[src/rtl/core/bmh_pkg.sv]
// Shared types and constants for the binary min-heap block.
// No dependencies; imported by bmh_ctrl, bmh_dpath and binary_min_heap.
package bmh_pkg;

   localparam int CAPACITY_DEFAULT = 128;

   typedef enum logic [0:0] {
      OP_INSERT = 1'b0,
      OP_DELETE = 1'b1
   } op_type;

   typedef enum logic [1:0] {
      ST_DONE  = 2'd0,
      ST_FULL  = 2'd1,
      ST_EMPTY = 2'd2
   } status_type;

   typedef enum logic [3:0] {
      CMD_NONE,
      CMD_LATCH,
      CMD_REJECT_FULL,
      CMD_REJECT_EMPTY,
      CMD_UP_BEGIN,
      CMD_UP_READ,
      CMD_UP_MOVE,
      CMD_UP_PLACE,
      CMD_DN_BEGIN,
      CMD_DN_LOAD,
      CMD_DN_READ,
      CMD_DN_MOVE,
      CMD_DN_PLACE,
      CMD_RSP_LOAD
   } cmd_type;

   typedef enum logic [2:0] {
      S_IDLE,
      S_DISPATCH,
      S_UP_READ,
      S_UP_CMP,
      S_DN_LOAD,
      S_DN_READ,
      S_DN_CMP,
      S_FINISH
   } state_type;

   typedef struct packed {
      cmd_type cmd;
   } dp_cmd_type;

   typedef struct packed {
      op_type op;
      logic   full;
      logic   empty;
      logic   at_root;
      logic   up_swap;
      logic   no_child;
      logic   dn_swap;
   } dp_stat_type;

endpackage

[src/rtl/core/bmh_ctrl.sv]
// Sequencer for the heap: walks insert and delete-min through their sift steps.
// Depends on bmh_pkg; drives bmh_dpath by command, reads its status.
module bmh_ctrl
   import bmh_pkg::*;
(
   input  logic        clock,
   input  logic        reset,
   input  logic        req_tvalid,
   output logic        req_tready,
   output logic        rsp_tvalid,
   input  logic        rsp_tready,
   output dp_cmd_type  dp_cmd,
   input  dp_stat_type dp_stat
);

   state_type state_ff, state_in;
   logic      rsp_valid_ff, rsp_valid_in;

   always_ff @(posedge clock) begin
      if (reset) begin
         state_ff     <= S_IDLE;
         rsp_valid_ff <= 1'b0;
      end else begin
         state_ff     <= state_in;
         rsp_valid_ff <= rsp_valid_in;
      end
   end

   always_comb begin
      state_in   = state_ff;
      dp_cmd.cmd = CMD_NONE;
      unique case (state_ff)
         S_IDLE: begin
            if (req_tvalid) begin
               dp_cmd.cmd = CMD_LATCH;
               state_in   = S_DISPATCH;
            end
         end
         S_DISPATCH: begin
            if (dp_stat.op == OP_INSERT) begin
               if (dp_stat.full) begin
                  dp_cmd.cmd = CMD_REJECT_FULL;
                  state_in   = S_FINISH;
               end else begin
                  dp_cmd.cmd = CMD_UP_BEGIN;
                  state_in   = S_UP_READ;
               end
            end else begin
               if (dp_stat.empty) begin
                  dp_cmd.cmd = CMD_REJECT_EMPTY;
                  state_in   = S_FINISH;
               end else begin
                  dp_cmd.cmd = CMD_DN_BEGIN;
                  state_in   = S_DN_LOAD;
               end
            end
         end
         S_UP_READ: begin
            if (dp_stat.at_root) begin
               dp_cmd.cmd = CMD_UP_PLACE;
               state_in   = S_FINISH;
            end else begin
               dp_cmd.cmd = CMD_UP_READ;
               state_in   = S_UP_CMP;
            end
         end
         S_UP_CMP: begin
            if (dp_stat.up_swap) begin
               dp_cmd.cmd = CMD_UP_MOVE;
               state_in   = S_UP_READ;
            end else begin
               dp_cmd.cmd = CMD_UP_PLACE;
               state_in   = S_FINISH;
            end
         end
         S_DN_LOAD: begin
            // last entry was the root itself: nothing left to sift
            if (dp_stat.empty) begin
               state_in = S_FINISH;
            end else begin
               dp_cmd.cmd = CMD_DN_LOAD;
               state_in   = S_DN_READ;
            end
         end
         S_DN_READ: begin
            if (dp_stat.no_child) begin
               dp_cmd.cmd = CMD_DN_PLACE;
               state_in   = S_FINISH;
            end else begin
               dp_cmd.cmd = CMD_DN_READ;
               state_in   = S_DN_CMP;
            end
         end
         S_DN_CMP: begin
            if (dp_stat.dn_swap) begin
               dp_cmd.cmd = CMD_DN_MOVE;
               state_in   = S_DN_READ;
            end else begin
               dp_cmd.cmd = CMD_DN_PLACE;
               state_in   = S_FINISH;
            end
         end
         S_FINISH: begin
            if (!rsp_valid_ff || rsp_tready) begin
               dp_cmd.cmd = CMD_RSP_LOAD;
               state_in   = S_IDLE;
            end
         end
         default: state_in = S_IDLE;
      endcase
   end

   always_comb begin
      rsp_valid_in = rsp_valid_ff;
      if (dp_cmd.cmd == CMD_RSP_LOAD) begin
         rsp_valid_in = 1'b1;
      end else if (rsp_tready) begin
         rsp_valid_in = 1'b0;
      end
   end

   assign req_tready = (state_ff == S_IDLE);
   assign rsp_tvalid = rsp_valid_ff;

endmodule

[config.mk]
export PLATFORM = sky130hd
export DESIGN_NAME = bmh_ctrl
export DESIGN_NICKNAME = d
export VERILOG_FILES = /design/src/rtl/core/bmh_pkg.sv /design/src/rtl/core/bmh_ctrl.sv
export SDC_FILE = /design/constraint.sdc
export NUM_CORES = 1
export LEC_CHECK = 0
export BUFFER_PORTS_ARGS = -buffer_cell sky130_fd_sc_hd__buf_4
export CORE_AREA = 2 2 39 41
export CTS_BUF_LIST = sky130_fd_sc_hd__clkbuf_4 sky130_fd_sc_hd__clkbuf_8
export CTS_CLUSTER_SIZE = 25
export DETAILED_ROUTE_END_ITERATION = 7
export DIE_AREA = 0 0 41 43
export PLACE_DENSITY = 0.64
export SLEW_MARGIN = 5
export SYNTH_ARGS = -nofsm -noshare
export SYNTH_HDL_FRONTEND = slang
export SYNTH_SLANG_ARGS = --single-unit
[constraint.sdc]
create_clock -name clock -period 1.7 [get_ports clock]
set_clock_uncertainty 0.1 [all_clocks]
set_input_delay 0.17 -clock clock [delete_from_list [all_inputs] [get_ports clock]]
set_output_delay 0.17 -clock clock [all_outputs]
set_load 0.02 [all_outputs]
# --- Word level (Yosys, flattened, before mapping) ---
# Cells that the tools add are included.
totals:
  regBits: 4
  output_inout_bits: 6
  elab_cells: 41
op_classes:
  n_eq_ne: 10
  mux: 24
  reduce_logical: 5
op_table:
  columns: ["cell", "count"]
  rows:
  - ["$pmux W4 S8", 1]
  - ["$mux W3", 9]
  - ["$pmux W3 S8", 1]
  - ["$mux W4", 4]
  - ["$eq A3 B3 Y1 const B", 4]
  - ["$mux W2", 4]
  - ["$eq A3 B2 Y1 const B", 2]
  - ["$mux W1", 5]
  - ["$eq A4 B4 Y1 const B", 1]
  - ["$ne A2 B2 Y1 const B", 2]
  - ["$eq A3 B1 Y1 const B", 1]
  - ["$logic_not A3 Y1", 1]
  - ["$reduce_and A2 Y1", 1]
  - ["$reduce_bool A2 Y1", 1]
  - ["$logic_not A1 Y1", 1]
  - ["$logic_or A1 B1 Y1", 1]

# --- Logic depth before layout (Yosys ltp) ---
logic_depth:
  ltp_word: 6
  depth_mapped: 6
  depth_no_buf: 4

# --- Least setup slack after synthesis ---
# OpenSTA, ideal clock, no wires.
synth_path:
  path_type: "register -> output"
  startpoint: "register state_ff[0]"
  endpoint: "output port dp_cmd[0] (netlist name)"
  t_arrival_ps: 1161
  required_ps: 1430
  path_slack_ps: 269
  path_stages_with_launch: 6
  n_path_buf: 2
  cell_sequence: "dfxtp_1 -> buf_2 -> buf_6 -> o21ai_0 -> o21ai_1 -> a21oi_1"
synth_rtl:
  columns: ["item", "line_no", "rtl"]
  rows:
  - ["start, declared", "bmh_ctrl.sv:16", "state_type state_ff, state_in;"]
  - ["start signal, assigned", "bmh_ctrl.sv:24", "state_ff <= state_in;"]
  - ["end, declared", "bmh_ctrl.sv:12", "output dp_cmd_type dp_cmd,"]

==> out/results.ini <==
[floorplanning]
core_area_um2 = 1380
fp.dieW_um = 41
start_util_pct = 28.9
rows = 14
dieArea_um2 = 1760
dieHeight_um = 43
pin_count = 17

[layout]
nets = 89
insertedDiodeCount = 0
area_growth_pct = 38.4
fillCellCount = 148
final_util_pct = 40.1
drive_gt1_share_pct = 34.2

[worst_setup_path]
crit_path_end = dp_cmd[2]
startpoint = state_ff[2]$_SDFFE_PP0P_
reg2reg_slack_ns = 0.45
crit_arrival_ns = 1.39
crit_chain = o311ai_0 -> a32o_1 -> buf_4
cp-end-kind = output port
path_max_fanout = 16
reg2regPathDepth = 4
timing.rr.end = state_ff[2]$_SDFFE_PP0P_
slowest_delay_ns = 0.42
r2r_start = state_ff[0]$_SDFFE_PP0P_
crit_type = flop to output port
cpMaxStageDelayCell = o311ai_0
startpoint_type = flop
required_ns = 1.43

[grt]
grt_pass1_wl_um = 1410
grt_usage_pct = 12.2
grt_pass1_vias = 384
grt_max_degree = 17
grt-ovfl-total = 0
antenna_found_initial = 0

[sta]
tns_ns = 0
rsz0062_at_grt = no
hold_violations = 0
max_freq_ghz = 0.603
finalWorstSetupSlack_ns = 0.0424
setup-violations-final = 0
fin_crit_sh_pct = 97.5
slew_headroom_pct = 70.8
worst_slew_pin_slew_ns = 0.434
maxSlewViolCount = 0
period_minus_slack_ns = 1.66

[cts]
cts_root_buffer = clkbuf_4
clk_pin_slew_ns = 0.04
cts_setup_buffers = 0
cts.sinks = 4
numCtsBuffers = 3
holdBufCountCts = 0
insertion_delay_ns = 0.23
htreeDepth = 1
cts_tree = done
cts_buffer_depth = 2

[placement]
numPortBuffers = 16
finalWeightedCongestion = 0.757
place_ws_ns = 0.157
hpwl_um = 787

[synth]
synth_area_um2 = 400
synth_fp_nets = 71
synth.avg_cell_area_um2 = 6.67
synth_common_cells = nand2_1, o21ai_0, nor2_1
ys_async_sr_fraction_pct = 0
synth_top_area_share_pct = 20.0
synth_cells = 60
synthTopCellsByArea = dfxtp_1, o21ai_0, nand2_1
ys_ff_latch = 4
yosys_warnings = 0
yosysTopAreaCell = dfxtp_1
ys_seq_area_share_pct = 20.0
ys.flop_type = dfxtp_1
synthDistinctLibCells = 27
synth_edf_count = 0

[route]
dr.pass1.iters = 4
wirelength_um = 1030
num_vias = 485
ant_nets = 0
drc_errors = 0
viasPerCell = 5.27
drtIter0Drc = 12
wl_per_cell_um = 11.2

[power_and_ir_drop]
leakage_nw = 0.232
ir_worst_vdd_uv = 488
pwr_density_cell_nw_per_um2 = 1170

[min_path]
hp-start = reset
hp-class = input port to flop

[outcome]
status = finished, final reports clean

[run]
cap_violations = 0

[critical path, delay by kind of cell (launching register included)]
| kind | cells | cell delay [ns] |
|---|---|---|
| flops | 1 | 0.38 |
| buf+inv | 1 | 0.13 |
| compound gates | 2 | 0.64 |
[sequential cells by signal, summed over array words and instances, names as in the netlist]
name,count
rsp_tvalid,1
state_ff,3
[per-stage QoR]
step | instance area, um^2 | total power, mW | hold WS [ns] | std cells
detailed placement | 522 | 0.527 | 0.269 | 89
global placement | 522 | 0.528 | 0.267 | 89
global route | 554 | 0.693 | 0.0272 | 92
floorplan | 400 | 0.411 | 0.139 | 60
finish | 554 | 0.650 | 0.0227 | 92
CTS | 547 | 0.652 | 0.0149 | 92
[worst min-delay path by stage]
stage	to	depth (start not counted)	slack, ns
finish	state_ff[1]$_SDFFE_PP0P_	2	0.02
global route	state_ff[2]$_SDFFE_PP0P_	2	0.03
CTS	state_ff[1]$_SDFFE_PP0P_	2	0.01
detailed placement	state_ff[1]$_SDFFE_PP0P_	2	0.27
global placement	state_ff[1]$_SDFFE_PP0P_	2	0.27
floorplan	state_ff[2]$_SDFFE_PP0P_	1	0.14
[layout by cell type (no fill, tap or decap), drive strengths merged]
| master | instances |
|---|---|
| a21boi | 1 |
| a21oi | 3 |
| a31oi | 2 |
| a32o | 1 |
| and2b | 1 |
| and3 | 1 |
| buf | 17 |
| clkbuf | 3 |
| clkinvlp | 1 |
| dfxtp | 4 |
| inv | 1 |
| mux2 | 1 |
| mux2i | 1 |
| nand2 | 8 |
| nand2b | 2 |
| nand3 | 4 |
| nor2 | 6 |
| nor2b | 1 |
| nor3 | 2 |
| nor4 | 1 |
| o211ai | 1 |
| o21a | 1 |
| o21ai | 9 |
| o22ai | 2 |
| o311ai | 2 |
[cells by family (layout without fill, tap and decap cells)]
group	Yosys count	after routing	synth area share [%]
compound gates	22	22	33.8
buf+inv	6	22	8.44
flops	4	4	20.0
mux	2	2	6.25
simple gates	26	26	31.6
[final cells by class]
cell class                      instances  area, um^2  share of cell area, %
Clock buffer                            3        22.5                   4.06
Inverter                                2        11.3                   2.03
Multi-Input combinational cell         50         287                   51.7
Sequential cell                         4        86.3                   15.6
Tap cell                               16        20.0                   3.61
Timing Repair Buffer                   17         128                   23.0
[layer usage]
| metal | wire (um) | track usage (%) |
|---|---|---|
| met3 | 76 | 1.57 |
| met2 | 483 | 18.1 |
| met1 | 458 | 13.5 |
| met5 | 0 | 0 |
| met4 | 11 | 12.0 |
[timing repair]
| item | in CTS | in global routing |
|---|---|---|
| pin swaps | 0 | 0 |
| setup endpoints to repair | 3 | 3 |
| resized for setup | 2 | 3 |
[power breakdown]
part	total, mW	internal (mW)	switching, mW
Combinational	0.355	0.168	0.187
Clock	0.112	0.0786	0.0337
Sequential	0.182	0.120	0.0628
Note: power is estimated with default switching activity, not from simulation.
